$ cat src/rtl/core/register_busy_map_with_snapshots_top_assert.svh
// ----------------------------------------------------------------------------
// Assertion macros for the register busy map
// Concurrent checks, compiled out when SYNTHESIS is defined.
// ----------------------------------------------------------------------------
`ifndef REGISTER_BUSY_MAP_WITH_SNAPSHOTS_TOP_ASSERT_SVH
`define REGISTER_BUSY_MAP_WITH_SNAPSHOTS_TOP_ASSERT_SVH

`ifndef SYNTHESIS

// Check cons in the same cycle as ante.
`define RBMS_ASSERT_SAME(label, clk, rst, ante, cons) \
   label: assert property (@(posedge clk) disable iff (rst) (ante) |-> (cons)) \
      else $error("busy map assertion failed");

// Check cons in the cycle after ante.
`define RBMS_ASSERT_NEXT(label, clk, rst, ante, cons) \
   label: assert property (@(posedge clk) disable iff (rst) (ante) |=> (cons)) \
      else $error("busy map assertion failed");

`else

`define RBMS_ASSERT_SAME(label, clk, rst, ante, cons)
`define RBMS_ASSERT_NEXT(label, clk, rst, ante, cons)

`endif

`endif

$ cat src/rtl/core/rbms_pkg.sv
// ----------------------------------------------------------------------------
// Register busy map package
// Field widths, operation codes and item payload types.
// ----------------------------------------------------------------------------
package rbms_pkg;

   localparam int MAP_W = 15;          // busy bits, registers 0 to 14
   localparam int REG_W = 4;           // register index width
   localparam int OP_W  = 3;
   localparam int SLOT_W = 2 ** REG_W; // every code of a register index

   localparam int ACTIVE_REGS_DEFAULT = 15;
   localparam int SAVE_DEPTH_DEFAULT  = 8;

   localparam logic [REG_W-1:0] RELOAD_REG = REG_W'(10);
   localparam logic [REG_W-1:0] SPILL_REG  = REG_W'(1);
   localparam logic [MAP_W-1:0] LOW_SEVEN  = MAP_W'(16'h00FE);

   typedef enum logic [OP_W-1:0] {
      OP_CLEAR   = 3'd0,
      OP_ALLOC   = 3'd1,
      OP_CLAIM   = 3'd2,
      OP_RELEASE = 3'd3,
      OP_SAVE    = 3'd4,
      OP_RESTORE = 3'd5
   } op_type;

   typedef struct packed {
      logic [OP_W-1:0]  operation;
      logic [REG_W-1:0] reg_index;
   } req_payload_type;

   typedef struct packed {
      logic [REG_W-1:0] granted_reg;
      logic             success;
      logic             spill_flag;
      logic             reload_flag;
      logic             stack_error;
   } rsp_payload_type;

endpackage

$ cat src/rtl/core/rbms_stream_if.sv
// ----------------------------------------------------------------------------
// Valid/ready stream interface
// One item moves at a clock edge with valid and ready both high.
// ----------------------------------------------------------------------------
interface rbms_stream_if #(
   parameter type payload_type = logic [7:0]
);
   logic        valid;
   logic        ready;
   payload_type payload;

   modport source (output valid, output payload, input ready);
   modport sink   (input valid, input payload, output ready);
endinterface

$ cat src/rtl/core/register_busy_map_with_snapshots_top.sv
// ----------------------------------------------------------------------------
// Register busy map with snapshot stack
// Each accepted item's result item is registered in the output register.
// Throughput: 1 item per cycle while the consumer takes results; the busy map and stack level registers close the loop.
// The output register holds a result while the consumer stalls; req ready tracks it.
// Reset (synchronous, active high): map all free, stack empty, output empty.
// Saved map entries are undefined until a save writes them.
// ----------------------------------------------------------------------------
`include "register_busy_map_with_snapshots_top_assert.svh"

module register_busy_map_with_snapshots_top #(
   parameter int ACTIVE_REGS = rbms_pkg::ACTIVE_REGS_DEFAULT,  // 11 to 15
   parameter int SAVE_DEPTH  = rbms_pkg::SAVE_DEPTH_DEFAULT    // 1 to 15
) (
   input logic          clock,
   input logic          reset,
   rbms_stream_if.sink   req_if,
   rbms_stream_if.source rsp_if
);
   import rbms_pkg::*;

   // Stack level counts 0..SAVE_DEPTH; the entry index needs one code less.
   localparam int LVL_W = $clog2(SAVE_DEPTH + 1);
   localparam int IDX_W = (SAVE_DEPTH > 1) ? $clog2(SAVE_DEPTH) : 1;

   // Registers 1 to ACTIVE_REGS-1: the set that clear frees and allocate scans.
   function automatic logic [MAP_W-1:0] make_active_mask();
      logic [MAP_W-1:0] m;
      m = '0;
      for (int r = 1; r < MAP_W; r++) begin
         if (r < ACTIVE_REGS) m[r] = 1'b1;
      end
      return m;
   endfunction

   localparam logic [MAP_W-1:0]  ACTIVE_MASK = make_active_mask();
   // Release is legal only for active registers; the top code has no bit.
   localparam logic [SLOT_W-1:0] RELEASE_OK  = SLOT_W'(ACTIVE_MASK);
   localparam logic [LVL_W-1:0]  LVL_FULL    = LVL_W'(SAVE_DEPTH);

   // Lowest free register among the active ones, zero if none.
   function automatic logic [REG_W-1:0] lowest_free(input logic [MAP_W-1:0] map);
      logic [REG_W-1:0] pick;
      pick = '0;
      for (int r = MAP_W - 1; r >= 1; r--) begin
         if (ACTIVE_MASK[r] && !map[r]) pick = REG_W'(r);
      end
      return pick;
   endfunction

   // State
   logic [MAP_W-1:0] busy_ff, busy_in;
   logic [LVL_W-1:0] level_ff, level_in;
   logic [MAP_W-1:0] saved_ff [SAVE_DEPTH];

   // Output register
   logic            rsp_valid_ff, rsp_valid_in;
   rsp_payload_type rsp_ff, rsp_in;

   logic             accept;
   logic             save_wr;
   logic [LVL_W-1:0] level_dec;
   logic [REG_W-1:0] free_reg;
   logic [SLOT_W-1:0] busy_slots;
   logic [SLOT_W-1:0] claim_slots;
   req_payload_type  req;

   // Take a new item whenever the output register is empty or being drained.
   assign req_if.ready = !rsp_valid_ff || rsp_if.ready;
   assign accept       = req_if.valid && req_if.ready;
   assign req          = req_if.payload;

   assign rsp_if.valid   = rsp_valid_ff;
   assign rsp_if.payload = rsp_ff;

   assign level_dec  = level_ff - LVL_W'(1);
   assign free_reg   = lowest_free(busy_ff);
   // Register 15 has no bit: treat it as always busy so a claim fails.
   assign busy_slots = {1'b1, busy_ff};
   assign claim_slots = busy_slots | (SLOT_W'(1) << req.reg_index);

   always_comb begin
      busy_in  = busy_ff;
      level_in = level_ff;
      save_wr  = 1'b0;
      rsp_in   = '0;

      case (req.operation)
         OP_CLEAR: begin
            busy_in        = busy_ff & ~ACTIVE_MASK;
            rsp_in.success = 1'b1;
         end
         OP_ALLOC: begin
            rsp_in.success = 1'b1;
            if (free_reg != '0) begin
               busy_in            = busy_ff | (MAP_W'(1) << free_reg);
               rsp_in.granted_reg = free_reg;
            end else begin
               // Spill registers 1 to 7 and hand out register 1.
               busy_in            = (busy_ff & ~LOW_SEVEN) | (MAP_W'(1) << SPILL_REG);
               rsp_in.granted_reg = SPILL_REG;
               rsp_in.spill_flag  = 1'b1;
            end
         end
         OP_CLAIM: begin
            if (!busy_slots[req.reg_index]) begin
               busy_in        = claim_slots[MAP_W-1:0];
               rsp_in.success = 1'b1;
            end
         end
         OP_RELEASE: begin
            if (RELEASE_OK[req.reg_index]) begin
               busy_in        = busy_ff & ~(MAP_W'(1) << req.reg_index);
               rsp_in.success = 1'b1;
            end
            // Releasing the reload register marks 1 to 7 busy again.
            if (req.reg_index == RELOAD_REG) begin
               busy_in            = (busy_ff & ~(MAP_W'(1) << RELOAD_REG)) | LOW_SEVEN;
               rsp_in.success     = 1'b1;
               rsp_in.reload_flag = 1'b1;
            end
         end
         OP_SAVE: begin
            if (level_ff < LVL_FULL) begin
               save_wr        = 1'b1;
               level_in       = level_ff + LVL_W'(1);
               rsp_in.success = 1'b1;
            end else begin
               rsp_in.stack_error = 1'b1;
            end
         end
         OP_RESTORE: begin
            if (level_ff != '0) begin
               level_in       = level_dec;
               busy_in        = saved_ff[level_dec[IDX_W-1:0]];
               rsp_in.success = 1'b1;
            end else begin
               rsp_in.stack_error = 1'b1;
            end
         end
         default: begin
            // Unused codes: leave state alone, all result fields zero.
         end
      endcase
   end

   // Hold the result until taken; load a new one on accept.
   always_comb begin
      rsp_valid_in = rsp_valid_ff;
      if (accept) begin
         rsp_valid_in = 1'b1;
      end else if (rsp_if.ready) begin
         rsp_valid_in = 1'b0;
      end
   end

   always_ff @(posedge clock) begin
      if (reset) begin
         busy_ff      <= '0;
         level_ff     <= '0;
         rsp_valid_ff <= 1'b0;
      end else begin
         rsp_valid_ff <= rsp_valid_in;
         if (accept) begin
            busy_ff  <= busy_in;
            level_ff <= level_in;
         end
      end
   end

   always_ff @(posedge clock) begin
      if (accept) begin
         rsp_ff <= rsp_in;
      end
      if (accept && save_wr) begin
         saved_ff[level_ff[IDX_W-1:0]] <= busy_ff;
      end
   end

   // Stack never runs past its depth.
   `RBMS_ASSERT_SAME(a_level_bound, clock, reset, 1'b1, level_ff <= LVL_FULL)
   // Spill and reload come from different operations.
   `RBMS_ASSERT_SAME(a_flags_exclusive, clock, reset, rsp_valid_ff,
                     !(rsp_ff.spill_flag && rsp_ff.reload_flag))
   // A granted register is busy right after the allocate.
   `RBMS_ASSERT_NEXT(a_grant_busy, clock, reset,
                     accept && (req.operation == OP_ALLOC),
                     busy_ff[rsp_ff.granted_reg])
   // A successful save advances the stack by one.
   `RBMS_ASSERT_NEXT(a_save_push, clock, reset,
                     accept && (req.operation == OP_SAVE) && (level_ff < LVL_FULL),
                     level_ff == $past(level_ff) + LVL_W'(1))

endmodule

$ cat src/flat_wrapper.sv
// flat-port wrapper written by rule: the top's interface ports become plain ports
module register_busy_map_with_snapshots_top_flat import rbms_pkg::*;
#(
   parameter int ACTIVE_REGS = rbms_pkg::ACTIVE_REGS_DEFAULT,             
   parameter int SAVE_DEPTH  = rbms_pkg::SAVE_DEPTH_DEFAULT              
)
  (clock, reset, req_if_valid, req_if_payload, req_if_ready, rsp_if_valid, rsp_if_payload, rsp_if_ready);
  rbms_stream_if #(.payload_type(req_payload_type)) req_if_i ();
  rbms_stream_if #(.payload_type(rsp_payload_type)) rsp_if_i ();
  input logic clock;
  input logic reset;
  input wire logic [$bits(req_if_i.valid)-1:0] req_if_valid;
  input wire logic [$bits(req_if_i.payload)-1:0] req_if_payload;
  output wire logic [$bits(req_if_i.ready)-1:0] req_if_ready;
  output wire logic [$bits(rsp_if_i.valid)-1:0] rsp_if_valid;
  output wire logic [$bits(rsp_if_i.payload)-1:0] rsp_if_payload;
  input wire logic [$bits(rsp_if_i.ready)-1:0] rsp_if_ready;
  assign req_if_i.valid = req_if_valid;
  assign req_if_i.payload = req_if_payload;
  assign req_if_ready = req_if_i.ready;
  assign rsp_if_valid = rsp_if_i.valid;
  assign rsp_if_payload = rsp_if_i.payload;
  assign rsp_if_i.ready = rsp_if_ready;
  register_busy_map_with_snapshots_top #(.ACTIVE_REGS(ACTIVE_REGS), .SAVE_DEPTH(SAVE_DEPTH)) u_core (.clock(clock), .reset(reset), .req_if(req_if_i), .rsp_if(rsp_if_i));
endmodule
$ cat config.mk
export PLATFORM = sky130hd
export DESIGN_NAME = register_busy_map_with_snapshots_top_flat
export DESIGN_NICKNAME = d
export VERILOG_FILES = /design/src/rtl/core/rbms_pkg.sv /design/src/rtl/core/rbms_stream_if.sv /design/src/rtl/core/register_busy_map_with_snapshots_top.sv /design/src/flat_wrapper.sv
export VERILOG_INCLUDE_DIRS = /design/src /design/src/rtl/core
export SDC_FILE = /design/constraint.sdc
export NUM_CORES = 1
export LEC_CHECK = 0
export ABC_CLOCK_PERIOD_IN_PS = 3100
export BUFFER_PORTS_ARGS = -buffer_cell sky130_fd_sc_hd__buf_2
export CORE_AREA = 2 2 134 136
export CTS_CLUSTER_DIAMETER = 150
export DETAILED_ROUTE_END_ITERATION = 12
export DIE_AREA = 0 0 136 138
export RECOVER_POWER = 25
export SYNTH_ARGS = -nofsm -noshare
export SYNTH_HDL_FRONTEND = slang
export SYNTH_SLANG_ARGS = --single-unit
export TNS_END_PERCENT = 5
$ cat constraint.sdc
create_clock -name clock -period 3.1 [get_ports clock]
set_input_delay 0.62 -clock clock [delete_from_list [all_inputs] [get_ports clock]]
set_output_delay 0.62 -clock clock [all_outputs]
set_load 0.05 [all_outputs]
==> reports/qor.json <==
{
  "critical_path.reg2reg.endpoint": {"value": "u_core.busy_ff[8]"},
  "cell_internal_power": {"value": 3600, "unit": "uW"},
  "synth_top_cell_by_area": {"value": "edfxtp_1"},
  "critical_path.top_delay_family": {"value": "compound AO/OA/AOI/OAI gates"},
  "drt_iter0_drc": {"value": 397},
  "p_sw_share": {"value": 20.8, "unit": "%"},
  "biggest_fanout_along_the_worst_timing_path": {"value": 7},
  "layout_min_cycle_time": {"value": 2.65, "unit": "ns"},
  "worstMarginPinSlew": {"value": 0.951, "unit": "ns"},
  "worst-r2r-cell-count": {"value": 9},
  "synth_async_sr_flop_share": {"value": 0, "unit": "%"},
  "path_buf_inv": {"value": 2},
  "final-seq-area": {"value": 0.00425, "unit": "mm^2"},
  "via_count_of_the_first_global_routing_pass": {"value": 4393},
  "post-route-util": {"value": 44.9, "unit": "%"},
  "worst_setup_path_end_kind": {"value": "flip-flop"},
  "fill_count": {"value": 1562},
  "drc_errors": {"value": 0},
  "post_synth_inst_count": {"value": 478},
  "synth_fp_nets": {"value": 492},
  "die-area": {"value": 0.0188, "unit": "mm^2"},
  "highest_delay_cell_along_the_critical_path": {"value": "dfxtp_1"},
  "initial_standard_cell_utilization_of_the_core": {"value": 39.0, "unit": "%"},
  "combinationalPowerShare": {"value": 6.5, "unit": "%"},
  "final.period_utilization": {"value": 85.5, "unit": "%"},
  "netlist-cell-type-count": {"value": 71},
  "vdd_drop_max": {"value": 354, "unit": "uV"},
  "timing_worst_setup_path_type": {"value": "flip-flop to flip-flop"},
  "post_cts.repair.setup_buffers": {"value": 0},
  "place.gp.congestion": {"value": 0.945},
  "final.hold.worst_slack": {"value": 0.450, "unit": "ns"},
  "floorplan.rows": {"value": 49},
  "drt.antenna.violating_nets": {"value": 0},
  "crit_path_start_kind": {"value": "flip-flop"},
  "synth_top_cells_by_area": {"value": "edfxtp_1 (56%), mux4_2 (9.9%), dfxtp_1 (5.9%)"},
  "global_route.usage.total": {"value": 18.5, "unit": "%"},
  "p_leak": {"value": 0.00263, "unit": "uW"},
  "critical_path_depth": {"value": 9},
  "worst_hold_path.num_cells": {"value": 3},
  "num-nets-final": {"value": 523},
  "final_cell_mix": {"value": "edfxtp_1 (128), mux4_2 (30), nand2_1 (24), nor2_1 (24), buf_4 (20)"},
  "ioPinCount": {"value": 21},
  "layout_commonest_cell": {"value": "edfxtp_1"},
  "chipWidth": {"value": 136, "unit": "um"},
  "biggest_cell_delay_along_the_critical_path": {"value": 0.48, "unit": "ns"},
  "via_count": {"value": 4487},
  "post_detail_place_hpwl": {"value": 10500, "unit": "um"},
  "syn_avg_cell_area": {"value": 14.3, "unit": "um^2"},
  "hold_path_class": {"value": "input pin to flip-flop"},
  "cts.sink_count": {"value": 148},
  "setup_repair_after_global_routing_missed_its_margin": {"value": "false"},
  "die_height": {"value": 138, "unit": "um"},
  "maxClockFrequency": {"value": 377, "unit": "MHz"},
  "numCtsBuffers": {"value": 17},
  "clockPowerShare": {"value": 45.5, "unit": "%"},
  "antenna-diode-count": {"value": 0},
  "finClkSkew": {"value": 0.0132, "unit": "ns"},
  "power_density": {"value": 578, "unit": "mW/mm^2"},
  "clk_pin_slew": {"value": 0.06, "unit": "ns"},
  "grt_first_pass_wirelength": {"value": 25500, "unit": "um"},
  "share_seq_of_total_power": {"value": 48.0, "unit": "%"},
  "route.detailed.wl_per_inst": {"value": 22.1, "unit": "um"},
  "syn_std_cell_area": {"value": 0.00684, "unit": "mm^2"},
  "maximum_number_of_pins_on_one_net_before_global_route_repair": {"value": 34},
  "cts.root.buffer_cell": {"value": "clkbuf_16"},
  "worst_endpoint_required_time": {"value": 3.37, "unit": "ns"},
  "insertion_delay": {"value": 0.42, "unit": "ns"},
  "multi_input_comb_area": {"value": 0.00241, "unit": "mm^2"},
  "vias_per_cell": {"value": 5.98},
  "first_pass_iters": {"value": 7},
  "yosys_warnings": {"value": 0},
  "layout-drive-gt1-share": {"value": 21.5, "unit": "%"},
  "crit_path_cell_trace": {"value": "inv_1 -> ha_1 -> xor2_1 -> and2_0 -> buf_4 -> a22oi_1 -> o221ai_1 -> a221oi_1 -> o32ai_1"},
  "cts.htree.levels": {"value": 4},
  "final_hold_viol_count": {"value": 0},
  "slew_violations": {"value": 0},
  "arrival": {"value": 2.92, "unit": "ns"},
  "design.core.area": {"value": 0.0175, "unit": "mm^2"},
  "cts_buffer_depth": {"value": 2},
  "number_of_enable_type_register_cells_in_the_synthesized_netlist": {"value": 128},
  "grt_antenna_before_repair": {"value": 0},
  "dpl_cell_area": {"value": 0.00727, "unit": "mm^2"},
  "yosysSeqAreaShare": {"value": 62.0, "unit": "%"},
  "power_switching": {"value": 948, "unit": "uW"},
  "place.port_buffers": {"value": 20},
  "layout_stage_area_growth_over_the_synthesis_result": {"value": 15.0, "unit": "%"},
  "hold_path_startpoint": {"value": "req_if_valid"},
  "r2r_slack": {"value": 0.45, "unit": "ns"},
  "reg2reg_start": {"value": "u_core.level_ff[1]"},
  "cts-hold-fix-buffers": {"value": 0},
  "synth_top_area_share": {"value": 56.2, "unit": "%"},
  "drv.max_cap_violation_count": {"value": 0},
  "synth_flop_cell": {"value": "edfxtp_1"},
  "timing.hold.worst_endpoint": {"value": "u_core.rsp_if.valid"},
  "ctsResizeCount": {"value": 0},
  "clock_tree_from_tritoncts": {"value": "done"},
  "routed_wirelength": {"value": 16600, "unit": "um"},
  "setup_viol": {"value": 0},
  "grt_remaining_overflow": {"value": 0},
  "timing.slew.headroom": {"value": 36.6, "unit": "%"},
  "stdcell_area": {"value": 0.00787, "unit": "mm^2"},
  "final.setup.tns": {"value": 0, "unit": "ns"},
  "yosys_register_bits": {"value": 148},
  "run_status": {"value": "finished clean"}
}
[kinds of logic after synthesis]
logic type | synth area share [%]
adders and majority gates | 0.549
buffers and inverters | 2.84
xor gates and xnor gates | 0.768
AOI/OAI and AO/OA | 11.5
and+or+nand+nor | 10.7
muxes | 11.7
DFF | 62.0
[final cells by class]
type / instances / share of cell area, %
clock buffers: 19 / 5.50
flip-flops and latches: 148 / 54.0
multi-input cells: 286 / 30.7
repair buffers: 41 / 3.42
well taps: 229 / 3.64
inverters: 15 / 0.716
clock inverters: 12 / 2.07
[tightest hold or removal path, cell delays in order]
cell and delay (ns):
buf_2 0.11, inv_1 0.05, a21oi_1 0.05
[power by group through the flow]
| stage | clock network (uW) | registers [uW] | logic [uW] |
|---|---|---|---|
| 2_1_floorplan | 0 | 2240 | 194 |
| 3_3_place_gp | 0 | 2220 | 291 |
| 3_5_place_dp | 0 | 2220 | 292 |
| 4_1_cts | 2110 | 2180 | 293 |
| 5_1_grt | 2190 | 2180 | 318 |
| 6_report | 2070 | 2180 | 294 |
[per-layer routing]
layer	part of all wire [%]	vias up	track usage (%)
met5	0	-	0
met4	4.8	0	11.6
met3	6.6	37	4.33
met2	46	198	27.0
met1	43	2269	24.7
li1	-	1983	-
[worst max path at each step]
stage                                  start               endpoint  slack, ns
after floorplan                 rsp_if_ready  u_core.saved_ff[6][0]      -0.06
after global placement     req_if_payload[2]      u_core.busy_ff[0]       0.25
after detailed placement   req_if_payload[2]      u_core.busy_ff[0]       0.21
after CTS                 u_core.level_ff[1]      u_core.busy_ff[8]       0.44
after global routing      u_core.level_ff[1]      u_core.busy_ff[8]       0.22
final                     u_core.level_ff[1]      u_core.busy_ff[8]       0.45
[flip-flops by register name (all words and copies together) (netlist names)]
| register | cells |
|---|---|
| u_core.saved_ff | 120 |
| u_core.rsp_if.valid | 1 |
| u_core.rsp_if.payload | 8 |
| u_core.level_ff | 4 |
| u_core.busy_ff | 15 |
[through the flow]
step / power, uW / setup slack (ns) / instances
after floorplan: 2430 / -0.0594 / 478
after global placement: 2510 / 0.253 / 719
after detailed placement: 2520 / 0.209 / 719
after CTS: 4590 / 0.442 / 750
after global routing: 4690 / 0.224 / 750
final: 4550 / 0.448 / 750
[synth_stat cells (all sizes together) (3+ instances only)]
cell and number:
edfxtp 128, mux4 30, nor2 25, nand2 24, dfxtp 20, a21oi 19, o21ai 17, clkbuf 16
inv 15, nor3 14, buf 13, a22oi 12, nand2b 10, nor2b 9, a31oi 8, mux2i 8
nand3 7, nand4 7, nor3b 6, o2bb2ai 6, or4 5, a211oi 4, a221oi 4, a22o 4
and2 4, and3 4, xnor2 4, a311oi 3, and4 3, ha 3, mux2 3, nand3b 3
o221ai 3, o31ai 3, o32ai 3
Power figures use the tool's default switching activity.
